## src/design/clipped_color_key_tile_blit_macros.svh

```systemverilog
// Assertion macros shared by the tile blitter RTL.
`ifndef CLIPPED_COLOR_KEY_TILE_BLIT_MACROS_SVH
`define CLIPPED_COLOR_KEY_TILE_BLIT_MACROS_SVH

// Same-cycle implication, disabled while reset is asserted.
`define CCKB_ASSERT_IMPL(label, clk, rst_n, ante, cons) \
	label: assert property (@(posedge clk) disable iff (!rst_n) (ante) |-> (cons)) \
		else $error("cckb: assertion failed");

// Next-cycle implication, disabled while reset is asserted.
`define CCKB_ASSERT_NEXT(label, clk, rst_n, ante, cons) \
	label: assert property (@(posedge clk) disable iff (!rst_n) (ante) |=> (cons)) \
		else $error("cckb: assertion failed");

`endif

```

## src/design/cckb_pkg.sv

```systemverilog
// Shared constants and types of the clipped color-key tile blitter.
`default_nettype none

package cckb_pkg;

	// Fixed field widths
	localparam int ORIGIN_W   = 13;
	localparam int PIXEL_W    = 32;
	localparam int ADDR_W     = 24;
	localparam int TILE_REG_W = 7;
	localparam int STRIDE_W   = 13;
	localparam int CFG_DATA_W = 32;
	localparam int CFG_IDX_W  = 3;

	// Register reset values
	localparam int RST_CLIP_LEFT   = 8;
	localparam int RST_CLIP_TOP    = 8;
	localparam int RST_CLIP_WIDTH  = 288;
	localparam int RST_CLIP_HEIGHT = 288;
	localparam int RST_TILE_WIDTH  = 32;
	localparam int RST_TILE_HEIGHT = 32;
	localparam int RST_ROW_STRIDE  = 640;
	localparam int RST_COLOR_KEY   = 0;

	// Queue between front and back
	localparam int FIFO_DEPTH = 4;
	localparam int FIFO_PTR_W = 2;
	localparam int FIFO_CNT_W = 3;

	// Register map
	typedef enum logic [CFG_IDX_W-1:0] {
		CFG_CLIP_LEFT   = 3'd0,
		CFG_CLIP_TOP    = 3'd1,
		CFG_CLIP_WIDTH  = 3'd2,
		CFG_CLIP_HEIGHT = 3'd3,
		CFG_TILE_WIDTH  = 3'd4,
		CFG_TILE_HEIGHT = 3'd5,
		CFG_ROW_STRIDE  = 3'd6,
		CFG_COLOR_KEY   = 3'd7
	} cfg_idx_t;

	// Queue status seen by both sides
	typedef struct packed {
		logic empty;
		logic full;
	} fifo_stat_t;

endpackage

`default_nettype wire

```

## src/design/cckb_intf.sv

```systemverilog
// Handshake channels of the tile blitter: source pixels in, frame buffer writes out.
`default_nettype none

interface cckb_src_if;
	logic                                  valid;
	logic                                  ready;
	logic signed [cckb_pkg::ORIGIN_W-1:0]  origin_x;
	logic signed [cckb_pkg::ORIGIN_W-1:0]  origin_y;
	logic                                  keyed;
	logic        [cckb_pkg::PIXEL_W-1:0]   src_pixel;

	modport source (output valid, origin_x, origin_y, keyed, src_pixel, input ready);
	modport sink   (input valid, origin_x, origin_y, keyed, src_pixel, output ready);
endinterface

interface cckb_dst_if;
	logic                             valid;
	logic                             ready;
	logic [cckb_pkg::ADDR_W-1:0]      dest_address;
	logic [cckb_pkg::PIXEL_W-1:0]     dest_pixel;

	modport source (output valid, dest_address, dest_pixel, input ready);
	modport sink   (input valid, dest_address, dest_pixel, output ready);
endinterface

`default_nettype wire

```

## src/design/cckb_front.sv

```systemverilog
// Front end: takes source words, tracks tile position, clips and keys each pixel.
`default_nettype none

module cckb_front #(
	parameter int COORD_BITS   = 12,
	parameter int TILE_DIM_MAX = 64
) (
	input  logic                                clk,
	input  logic                                arst_n,
	cckb_src_if.sink                            src,
	input  logic [COORD_BITS-1:0]               clip_left,
	input  logic [COORD_BITS-1:0]               clip_top,
	input  logic [COORD_BITS-1:0]               clip_width,
	input  logic [COORD_BITS-1:0]               clip_height,
	input  logic [cckb_pkg::TILE_REG_W-1:0]     tile_width,
	input  logic [cckb_pkg::TILE_REG_W-1:0]     tile_height,
	input  logic [cckb_pkg::PIXEL_W-1:0]        color_key,
	input  cckb_pkg::fifo_stat_t                fifo_stat,
	output logic                                push,
	output logic [COORD_BITS:0]                 push_x,
	output logic [COORD_BITS:0]                 push_y,
	output logic [cckb_pkg::PIXEL_W-1:0]        push_pixel
);

	`include "clipped_color_key_tile_blit_macros.svh"

	localparam int CNT_W = (TILE_DIM_MAX > 1) ? $clog2(TILE_DIM_MAX) : 1;
	localparam int NX_W  = (CNT_W + 1 > cckb_pkg::TILE_REG_W) ? CNT_W + 1
		: cckb_pkg::TILE_REG_W;
	// signed room for origin plus tile offset and for the clip right edge
	localparam int CMP_W = (COORD_BITS + 2 > cckb_pkg::ORIGIN_W + 2) ? COORD_BITS + 2
		: cckb_pkg::ORIGIN_W + 2;

	logic [CNT_W-1:0]                     col_q, row_q;
	logic signed [cckb_pkg::ORIGIN_W-1:0] lx_q, ly_q;
	logic                                 lkeyed_q;

	logic                                 first, accept, key_hit, in_x, in_y;
	logic                                 col_wrap, row_wrap;
	logic signed [cckb_pkg::ORIGIN_W-1:0] cur_x, cur_y;
	logic                                 cur_keyed;
	logic signed [CMP_W-1:0]              pos_x, pos_y, lo_x, hi_x, lo_y, hi_y;
	logic [NX_W-1:0]                      col_nx, row_nx;

	// Origin and mode come from the word itself at the tile's first pixel
	always_comb begin
		first     = (col_q == '0) && (row_q == '0);
		cur_x     = first ? src.origin_x : lx_q;
		cur_y     = first ? src.origin_y : ly_q;
		cur_keyed = first ? src.keyed : lkeyed_q;
	end

	// Screen position and clip test
	always_comb begin
		pos_x = CMP_W'(cur_x) + $signed(CMP_W'(col_q));
		pos_y = CMP_W'(cur_y) + $signed(CMP_W'(row_q));
		lo_x  = $signed(CMP_W'(clip_left));
		lo_y  = $signed(CMP_W'(clip_top));
		hi_x  = lo_x + $signed(CMP_W'(clip_width));
		hi_y  = lo_y + $signed(CMP_W'(clip_height));
		in_x  = (pos_x >= lo_x) && (pos_x < hi_x);
		in_y  = (pos_y >= lo_y) && (pos_y < hi_y);
		key_hit = cur_keyed && (src.src_pixel == color_key);
	end

	// Handshake and queue push
	assign src.ready  = !fifo_stat.full;
	assign accept     = src.valid && src.ready;
	assign push       = accept && in_x && in_y && !key_hit;
	assign push_x     = pos_x[COORD_BITS:0];
	assign push_y     = pos_y[COORD_BITS:0];
	assign push_pixel = src.src_pixel;

	// Wrap checks; a size of zero wraps every step, above the maximum wraps at it
	always_comb begin
		col_nx   = NX_W'(col_q) + NX_W'(1);
		row_nx   = NX_W'(row_q) + NX_W'(1);
		col_wrap = (col_nx >= NX_W'(tile_width)) || (col_nx >= NX_W'(TILE_DIM_MAX));
		row_wrap = (row_nx >= NX_W'(tile_height)) || (row_nx >= NX_W'(TILE_DIM_MAX));
	end

	// Position counters
	always_ff @(posedge clk or negedge arst_n) begin
		if (!arst_n) begin
			col_q <= '0;
			row_q <= '0;
		end else if (accept) begin
			if (col_wrap) begin
				col_q <= '0;
				row_q <= row_wrap ? '0 : row_nx[CNT_W-1:0];
			end else begin
				col_q <= col_nx[CNT_W-1:0];
			end
		end
	end

	// Tile origin and mode
	always_ff @(posedge clk or negedge arst_n) begin
		if (!arst_n) begin
			lx_q     <= '0;
			ly_q     <= '0;
			lkeyed_q <= 1'b0;
		end else if (accept && first) begin
			lx_q     <= src.origin_x;
			ly_q     <= src.origin_y;
			lkeyed_q <= src.keyed;
		end
	end

	`CCKB_ASSERT_NEXT(a_origin_latched, clk, arst_n, accept && first, lx_q == $past(src.origin_x) && lkeyed_q == $past(src.keyed))

endmodule

`default_nettype wire

```

## src/design/cckb_fifo.sv

```systemverilog
// Short queue of clipped pixels between front and back.
`default_nettype none

module cckb_fifo #(
	parameter int WIDTH = 8
) (
	input  logic                  clk,
	input  logic                  arst_n,
	input  logic                  push,
	input  logic [WIDTH-1:0]      wr_data,
	input  logic                  pop,
	output logic [WIDTH-1:0]      rd_data,
	output cckb_pkg::fifo_stat_t  stat
);

	`include "clipped_color_key_tile_blit_macros.svh"

	logic [WIDTH-1:0]                  mem [cckb_pkg::FIFO_DEPTH];
	logic [cckb_pkg::FIFO_PTR_W-1:0]   wr_q, rd_q;
	logic [cckb_pkg::FIFO_CNT_W-1:0]   cnt_q;

	assign stat.empty = (cnt_q == '0);
	assign stat.full  = (cnt_q == cckb_pkg::FIFO_CNT_W'(cckb_pkg::FIFO_DEPTH));
	assign rd_data    = mem[rd_q];

	// Storage
	always_ff @(posedge clk) begin
		if (push) begin
			mem[wr_q] <= wr_data;
		end
	end

	// Pointers and fill count
	always_ff @(posedge clk or negedge arst_n) begin
		if (!arst_n) begin
			wr_q  <= '0;
			rd_q  <= '0;
			cnt_q <= '0;
		end else begin
			if (push) begin
				wr_q <= wr_q + 1'b1;
			end
			if (pop) begin
				rd_q <= rd_q + 1'b1;
			end
			if (push && !pop) begin
				cnt_q <= cnt_q + 1'b1;
			end else if (pop && !push) begin
				cnt_q <= cnt_q - 1'b1;
			end
		end
	end

	`CCKB_ASSERT_IMPL(a_no_overflow, clk, arst_n, push, !stat.full)
	`CCKB_ASSERT_IMPL(a_no_underflow, clk, arst_n, pop, !stat.empty)

endmodule

`default_nettype wire

```

## src/design/cckb_back.sv

```systemverilog
// Back end: row multiply, address add and output register.
`default_nettype none

module cckb_back #(
	parameter int COORD_BITS = 12
) (
	input  logic                              clk,
	input  logic                              arst_n,
	input  cckb_pkg::fifo_stat_t              fifo_stat,
	output logic                              pop,
	input  logic [COORD_BITS:0]               head_x,
	input  logic [COORD_BITS:0]               head_y,
	input  logic [cckb_pkg::PIXEL_W-1:0]      head_pixel,
	input  logic [cckb_pkg::STRIDE_W-1:0]     row_stride,
	cckb_dst_if.source                        dst
);

	`include "clipped_color_key_tile_blit_macros.svh"

	localparam int PROD_W = COORD_BITS + 1 + cckb_pkg::STRIDE_W;

	logic                            v_s1, v_s2;
	logic                            adv_s1, adv_s2;
	logic [PROD_W-1:0]               prod;
	logic [cckb_pkg::ADDR_W-1:0]     prod_s1, x_s1, addr_s2;
	logic [cckb_pkg::PIXEL_W-1:0]    pixel_s1, pixel_s2;

	// Stage advance
	assign adv_s2 = !v_s2 || dst.ready;
	assign adv_s1 = !v_s1 || adv_s2;
	assign pop    = !fifo_stat.empty && adv_s1;
	assign prod   = PROD_W'(head_y) * PROD_W'(row_stride);

	// Valid bits
	always_ff @(posedge clk or negedge arst_n) begin
		if (!arst_n) begin
			v_s1 <= 1'b0;
			v_s2 <= 1'b0;
		end else begin
			if (adv_s1) begin
				v_s1 <= !fifo_stat.empty;
			end
			if (adv_s2) begin
				v_s2 <= v_s1;
			end
		end
	end

	// Stage 1: y times stride
	always_ff @(posedge clk) begin
		if (pop) begin
			prod_s1  <= cckb_pkg::ADDR_W'(prod);
			x_s1     <= cckb_pkg::ADDR_W'(head_x);
			pixel_s1 <= head_pixel;
		end
	end

	// Stage 2: add column, hold for the sink
	always_ff @(posedge clk) begin
		if (adv_s2 && v_s1) begin
			addr_s2  <= prod_s1 + x_s1;
			pixel_s2 <= pixel_s1;
		end
	end

	assign dst.valid        = v_s2;
	assign dst.dest_address = addr_s2;
	assign dst.dest_pixel   = pixel_s2;

	`CCKB_ASSERT_NEXT(a_s1_hold, clk, arst_n, v_s1 && !adv_s1, v_s1 && $stable(prod_s1) && $stable(x_s1))

endmodule

`default_nettype wire

```

## src/design/clipped_color_key_tile_blit.sv

```systemverilog
// Top level of the clipped color-key tile blitter: register file and the front/back pipeline.
`default_nettype none

// Takes one source pixel word per clock in tile raster order while the queue has room and
// emits one frame buffer write for every pixel that lands inside the clip window and, in
// keyed mode, differs from the color key; other pixels are dropped silently. Origin and
// keyed mode are taken from the first word of each tile only. Sustained rate is one word
// per cycle while dst does not stall. A kept pixel is written into the four-entry queue by
// the front clip test at the edge that takes it, then loaded by the row multiply stage and
// then by the address adder and output register, which presents it on dst. While dst
// stalls, the output register, the multiply stage and the queue together hold up to six
// kept pixels before src.ready drops; dropped pixels take no room. The user must write
// registers through cfg_we/cfg_index/cfg_data only while the block is idle; the block
// itself does not enforce this.
module clipped_color_key_tile_blit #(
	parameter int TILE_DIM_MAX = 64,
	parameter int COORD_BITS   = 12
) (
	input  logic                               clk,
	input  logic                               arst_n,
	input  logic                               cfg_we,
	input  logic [cckb_pkg::CFG_IDX_W-1:0]     cfg_index,
	input  logic [cckb_pkg::CFG_DATA_W-1:0]    cfg_data,
	cckb_src_if.sink                           src,
	cckb_dst_if.source                         dst
);

	localparam int XY_W    = COORD_BITS + 1;
	localparam int ENTRY_W = 2 * XY_W + cckb_pkg::PIXEL_W;

	logic [COORD_BITS-1:0]               clip_left_q, clip_top_q, clip_width_q, clip_height_q;
	logic [cckb_pkg::TILE_REG_W-1:0]     tile_width_q, tile_height_q;
	logic [cckb_pkg::STRIDE_W-1:0]       row_stride_q;
	logic [cckb_pkg::PIXEL_W-1:0]        color_key_q;

	logic                                push, pop;
	logic [XY_W-1:0]                     push_x, push_y;
	logic [cckb_pkg::PIXEL_W-1:0]        push_pixel;
	logic [ENTRY_W-1:0]                  rd_data;
	cckb_pkg::fifo_stat_t                fifo_stat;

	// Configuration registers
	always_ff @(posedge clk or negedge arst_n) begin
		if (!arst_n) begin
			clip_left_q   <= COORD_BITS'(cckb_pkg::RST_CLIP_LEFT);
			clip_top_q    <= COORD_BITS'(cckb_pkg::RST_CLIP_TOP);
			clip_width_q  <= COORD_BITS'(cckb_pkg::RST_CLIP_WIDTH);
			clip_height_q <= COORD_BITS'(cckb_pkg::RST_CLIP_HEIGHT);
			tile_width_q  <= cckb_pkg::TILE_REG_W'(cckb_pkg::RST_TILE_WIDTH);
			tile_height_q <= cckb_pkg::TILE_REG_W'(cckb_pkg::RST_TILE_HEIGHT);
			row_stride_q  <= cckb_pkg::STRIDE_W'(cckb_pkg::RST_ROW_STRIDE);
			color_key_q   <= cckb_pkg::PIXEL_W'(cckb_pkg::RST_COLOR_KEY);
		end else if (cfg_we) begin
			case (cckb_pkg::cfg_idx_t'(cfg_index))
				cckb_pkg::CFG_CLIP_LEFT:   clip_left_q   <= cfg_data[COORD_BITS-1:0];
				cckb_pkg::CFG_CLIP_TOP:    clip_top_q    <= cfg_data[COORD_BITS-1:0];
				cckb_pkg::CFG_CLIP_WIDTH:  clip_width_q  <= cfg_data[COORD_BITS-1:0];
				cckb_pkg::CFG_CLIP_HEIGHT: clip_height_q <= cfg_data[COORD_BITS-1:0];
				cckb_pkg::CFG_TILE_WIDTH:  tile_width_q  <= cfg_data[cckb_pkg::TILE_REG_W-1:0];
				cckb_pkg::CFG_TILE_HEIGHT: tile_height_q <= cfg_data[cckb_pkg::TILE_REG_W-1:0];
				cckb_pkg::CFG_ROW_STRIDE:  row_stride_q  <= cfg_data[cckb_pkg::STRIDE_W-1:0];
				cckb_pkg::CFG_COLOR_KEY:   color_key_q   <= cfg_data[cckb_pkg::PIXEL_W-1:0];
				default: begin
				end
			endcase
		end
	end

	// Front: position tracking, clip and key
	cckb_front #(
		.COORD_BITS   (COORD_BITS),
		.TILE_DIM_MAX (TILE_DIM_MAX)
	) u_front (
		.clk         (clk),
		.arst_n      (arst_n),
		.src         (src),
		.clip_left   (clip_left_q),
		.clip_top    (clip_top_q),
		.clip_width  (clip_width_q),
		.clip_height (clip_height_q),
		.tile_width  (tile_width_q),
		.tile_height (tile_height_q),
		.color_key   (color_key_q),
		.fifo_stat   (fifo_stat),
		.push        (push),
		.push_x      (push_x),
		.push_y      (push_y),
		.push_pixel  (push_pixel)
	);

	// Queue of kept pixels
	cckb_fifo #(
		.WIDTH (ENTRY_W)
	) u_fifo (
		.clk     (clk),
		.arst_n  (arst_n),
		.push    (push),
		.wr_data ({push_y, push_x, push_pixel}),
		.pop     (pop),
		.rd_data (rd_data),
		.stat    (fifo_stat)
	);

	// Back: address generation and output
	cckb_back #(
		.COORD_BITS (COORD_BITS)
	) u_back (
		.clk        (clk),
		.arst_n     (arst_n),
		.fifo_stat  (fifo_stat),
		.pop        (pop),
		.head_x     (rd_data[cckb_pkg::PIXEL_W +: XY_W]),
		.head_y     (rd_data[cckb_pkg::PIXEL_W + XY_W +: XY_W]),
		.head_pixel (rd_data[cckb_pkg::PIXEL_W-1:0]),
		.row_stride (row_stride_q),
		.dst        (dst)
	);

endmodule

`default_nettype wire
```

## src/flat_wrapper.sv

```systemverilog
// flat-port wrapper written by rule: the top's interface ports become plain ports
module clipped_color_key_tile_blit_flat 
#(
	parameter int TILE_DIM_MAX = 64,
	parameter int COORD_BITS   = 12
)
  (clk, arst_n, cfg_we, cfg_index, cfg_data, src_valid, src_origin_x, src_origin_y, src_keyed, src_src_pixel, src_ready, dst_valid, dst_dest_address, dst_dest_pixel, dst_ready);
  cckb_src_if src_i ();
  cckb_dst_if dst_i ();
  input  logic clk;
  input  logic arst_n;
  input  logic cfg_we;
  input  logic [cckb_pkg::CFG_IDX_W-1:0] cfg_index;
  input  logic [cckb_pkg::CFG_DATA_W-1:0] cfg_data;
  input wire logic [$bits(src_i.valid)-1:0] src_valid;
  input wire logic [$bits(src_i.origin_x)-1:0] src_origin_x;
  input wire logic [$bits(src_i.origin_y)-1:0] src_origin_y;
  input wire logic [$bits(src_i.keyed)-1:0] src_keyed;
  input wire logic [$bits(src_i.src_pixel)-1:0] src_src_pixel;
  output wire logic [$bits(src_i.ready)-1:0] src_ready;
  output wire logic [$bits(dst_i.valid)-1:0] dst_valid;
  output wire logic [$bits(dst_i.dest_address)-1:0] dst_dest_address;
  output wire logic [$bits(dst_i.dest_pixel)-1:0] dst_dest_pixel;
  input wire logic [$bits(dst_i.ready)-1:0] dst_ready;
  assign src_i.valid = src_valid;
  assign src_i.origin_x = src_origin_x;
  assign src_i.origin_y = src_origin_y;
  assign src_i.keyed = src_keyed;
  assign src_i.src_pixel = src_src_pixel;
  assign src_ready = src_i.ready;
  assign dst_valid = dst_i.valid;
  assign dst_dest_address = dst_i.dest_address;
  assign dst_dest_pixel = dst_i.dest_pixel;
  assign dst_i.ready = dst_ready;
  clipped_color_key_tile_blit #(.TILE_DIM_MAX(TILE_DIM_MAX), .COORD_BITS(COORD_BITS)) u_core (.clk(clk), .arst_n(arst_n), .cfg_we(cfg_we), .cfg_index(cfg_index), .cfg_data(cfg_data), .src(src_i), .dst(dst_i));
endmodule
```

## config.mk

```make
export PLATFORM = sky130hd
export DESIGN_NAME = clipped_color_key_tile_blit_flat
export DESIGN_NICKNAME = d
export VERILOG_FILES = /design/src/design/cckb_pkg.sv /design/src/design/cckb_intf.sv /design/src/design/cckb_front.sv /design/src/design/cckb_fifo.sv /design/src/design/cckb_back.sv /design/src/design/clipped_color_key_tile_blit.sv /design/src/flat_wrapper.sv
export VERILOG_INCLUDE_DIRS = /design/src /design/src/design
export SDC_FILE = /design/constraint.sdc
export NUM_CORES = 1
export LEC_CHECK = 0
export ABC_AREA = 0
export BUFFER_PORTS_ARGS = -buffer_cell sky130_fd_sc_hd__buf_2
export CORE_AREA = 8 8 220 222
export CTS_BUF_LIST = sky130_fd_sc_hd__clkbuf_16
export CTS_CLUSTER_DIAMETER = 150
export DETAILED_ROUTE_END_ITERATION = 8
export DIE_AREA = 0 0 228 230
export GPL_TIMING_DRIVEN = 0
export HOLD_SLACK_MARGIN = 0.08
export PLACE_DENSITY_LB_ADDON = 0.1
export REMOVE_ABC_BUFFERS = 1
export SYNTH_ARGS = -nofsm -noshare
export SYNTH_HDL_FRONTEND = slang
export SYNTH_HIERARCHICAL = 1
export SYNTH_SLANG_ARGS = --single-unit
```

## constraint.sdc

```tcl
create_clock -name clk -period 10.5 [get_ports clk]
set_clock_uncertainty 0.15 [all_clocks]
set_input_delay 1.05 -clock clk [delete_from_list [all_inputs] [get_ports clk]]
set_output_delay 1.05 -clock clk [all_outputs]
set_load 0.02 [all_outputs]
```

==> run_results.csv <==
group,metric,value,unit
clock_network,tritoncts,"built",
synthesis,synth.yosys.warnings,6,
final_layout,fillers,3117,
die,die_w,228,um
synthesis,synth-compound-area-share,5.282,%
synthesis,synth-seq-area-share,50.68,%
grt,grt_max_degree,121,
clock_network,cts_hold_buffers,0,
grt,grt_pass1_vias,18020,
timing,tightest_slew,1.251,ns
synthesis,synth_area,0.02883,mm2
synthesis,synth_xor_xnor_area_share,3.941,%
critical_path,cp_slowest_stage_delay,0.78,ns
timing,holdWs,0.1918,ns
grt,grt_util_met1,29.44,%
critical_path,crit_fanout,34,
timing,fin_crit_sh,77.66,%
clock_network,root_buffer,"clkbuf_16",
grt,use_met3,3.484,%
final_layout,drive_above_1_share,20.62,%
grt,grt-ovfl-total,0,
final_layout,instances_no_fill,2931,
synthesis,syn_inst,2160,
final_layout,syn2layout_area_growth,10.01,%
clock_network,path_clk_slew,0.06,ns
critical_path,reg2reg_slack,2.35,ns
die,coreArea,0.04489,mm2
placed_design,numPortBuffers,156,
timing,period_minus_slack,8.154,ns
die,initial_core_util,64.22,%
final_layout,fin_nets,2694,
critical_path,required,10.85,ns
timing,rsz0062_at_grt,"false",
timing,setup_viol,0,
synthesis,yosys.area_share.adder,16.64,%
die,rows,78,
clock_network,cts_buffers,52,
critical_path,end_kind,"register",
drt,drtIter0Drc,1076,
synthesis,synth-seq-cells,512,
drt,drc_errors,0,
drt,dr.pass1.iters,5,
run_status,status,"finished, final reports clean",
synthesis,syn_avg_cell_area,13.35,um2
critical_path,crit_path_start_kind,"register",
min_path,hold_path_class,"in -> async",
critical_path,crit_arrival,8.51,ns
placed_design,hpwl,42.43,mm
drt,num_vias,16970,
clock_network,clkLatencyLatePin,0.60,ns
critical_path,crit_path_frequent_cell,"ha_1",
grt,antenna_found_initial,5,
synthesis,synthArstFlopShare,30.27,%
clock_network,clockBufferDepth,3,
synthesis,synthMuxAreaShare,10.30,%
timing,max_freq,122.6,MHz
synthesis,yosys.area_share.simple,8.012,%
clock_network,cts_max_level,2,
placed_design,dp.cells,2835,
die,dieArea,0.05244,mm2
job,max-cap-violations,0,
synthesis,synth-edff-count,357,
clock_network,ctsResizeCount,0,
critical_path,slowest_stage,"and3_2",
grt,grt_first_pass_wirelength,95.70,mm
die,dieHeight,230,um
drt,via_per_inst,5.791,
synthesis,synth_ff_type,"edfxtp_1",
clock_network,cts_num_sinks,512,
placed_design,place.gp.congestion,0.8568,
timing,relSlewSlack,16.42,%
synthesis,synth_top_family_by_area,"adder cells",
timing,fin_tns_setup,0,ns
final_layout,register_area,0.01462,mm2
drt,routed_wl,60.05,mm
grt,grt_usage,22.88,%
timing,finalHoldViolCount,0,
clock_network,post_cts_buffers,0,
grt,met2_usage,39.91,%
die,ios,157,
critical_path,crit_type,"reg -> reg",
grt,grt-busiest-layer,"met2",
timing,drv_slew,0,
final_layout,multiInputGateArea,0.01277,mm2
drt,route.antenna.remaining_nets,0,
drt,wl_per_cell,20.49,um
synthesis,ys_types,77,
==> registers in the layout, summed over array words and instances, names as in the netlist, 13 cells and up <==
register and flops:
u_core/u_front/lx_q 13, u_core/u_fifo/mem 232, u_core/u_front/ly_q 13, u_core/u_back/prod_s1 24, u_core/color_key_q 32, u_core/u_back/x_s1 13
u_core/row_stride_q 13, u_core/u_back/dst.dest_address 24, u_core/u_back/pixel_s1 32, u_core/u_back/dst.dest_pixel 32
==> layout by cell type, fill, tap and decap left out, types with 48 or more instances in the layout <==
cell type | netlist | routed
xnor2_1 | 57 | 57
a21oi_1 | 62 | 61
clkbuf_16 | 0 | 53
inv_1 | 231 | 246
ha_1 | 180 | 180
fa_1 | 126 | 126
buf_2 | 18 | 155
mux2_2 | 135 | 135
dfrtp_1 | 145 | 143
o21ai_0 | 48 | 48
edfxtp_1 | 357 | 357
and2_1 | 94 | 89
mux4_2 | 58 | 58
xor2_1 | 69 | 69
nand2_1 | 188 | 188
==> cell usage after synthesis, drive strengths merged, types with 4 or more instances <==
| cell | instances | share of area [%] |
|---|---|---|
| a211oi | 13 | 0.37 |
| a21o | 37 | 0.96 |
| a21oi | 64 | 1.2 |
| a31oi | 9 | 0.20 |
| and2 | 94 | 2.0 |
| and3 | 6 | 0.13 |
| buf | 61 | 1.7 |
| clkbuf | 32 | 0.42 |
| dfrtp | 145 | 13 |
| dfstp | 10 | 0.91 |
| edfxtp | 357 | 37 |
| fa | 126 | 8.7 |
| ha | 180 | 7.8 |
| inv | 231 | 3.0 |
| mux2 | 137 | 5.4 |
| mux2i | 12 | 0.42 |
| mux4 | 58 | 4.5 |
| nand2 | 188 | 2.4 |
| nand2b | 17 | 0.37 |
| nand3 | 33 | 0.64 |
| nand4 | 13 | 0.28 |
| nor2 | 38 | 0.50 |
| nor2b | 14 | 0.33 |
| nor3 | 13 | 0.24 |
| nor4 | 10 | 0.24 |
| o211ai | 6 | 0.16 |
| o21a | 10 | 0.26 |
| o21ai | 52 | 0.92 |
| o21bai | 10 | 0.26 |
| o31ai | 5 | 0.13 |
| o41ai | 4 | 0.12 |
| or2 | 6 | 0.13 |
| or3 | 5 | 0.11 |
| xnor2 | 58 | 1.8 |
| xor2 | 70 | 2.2 |
==> worst max-delay path, delay by kind of cell (launching register included) <==
family	cells	cell delay, ns
xor gates and xnor gates	3	0.48
DFF	1	0.42
AOI/OAI and AO/OA	9	2.71
adders and majority gates	5	1.55
and+or+nand+nor	9	2.47
buffers and inverters	2	0.25
==> final timing paths <==
check | start | endpoint | cells past startpoint
worst max-delay path | u_core/u_front/col_q[1] | u_core/u_fifo/cnt_q[2] | 28
worst min-delay path | arst_n | u_core/color_key_q[12] | 1
worst max register to register | u_core/u_front/col_q[1] | u_core/u_fifo/cnt_q[2] | 28
worst min register to register | u_core/u_back/pixel_s1[25] | u_core/u_back/dst.dest_pixel[25] | 0
max in group asynchronous | arst_n | u_core/clip_width_q[1] | 2
min in group clk | u_core/u_back/pixel_s1[25] | u_core/u_back/dst.dest_pixel[25] | 0
==> final cells by class <==
cell class | instances | share of cell area [%]
inverters | 231 | 2.734
diodes | 3 | 0.02367
flip-flops and latches | 512 | 46.09
well taps | 600 | 2.367
repair buffers | 168 | 3.385
multi-input cells | 1324 | 40.28
clock inverters | 40 | 0.9389
clock buffers | 53 | 4.182
==> logic make-up (layout without fill, tap and decap cells) <==
kind of cell,Yosys count,count (layout)
DFF,512,512
xor gates and xnor gates,128,128
AOI/OAI and AO/OA,231,231
adders and majority gates,308,308
buffers and inverters,324,492
and+or+nand+nor,450,450
other,0,3
muxes,207,207
==> per-layer routing <==
metal / vias up / share of wire [%]
met2: 453 / 50
met3: 104 / 4.9
li1: 7826 / -
met1: 8585 / 43
met5: - / 0.060
met4: 6 / 2.3
==> stage by stage <==
stage                     cell area (um2)  utilization [%]  setup WS (ns)
after floorplan                     28210                -          2.589
after global placement              29740            66.26         0.4720
after detailed placement            30080            67.00          2.361
after CTS                           31700            70.62          2.339
after global routing                31710            70.64          1.716
final                               31720            70.65          2.346
Power is not shown: default switching activity piles up to over one toggle a cycle in this logic, so the estimate is an artifact.
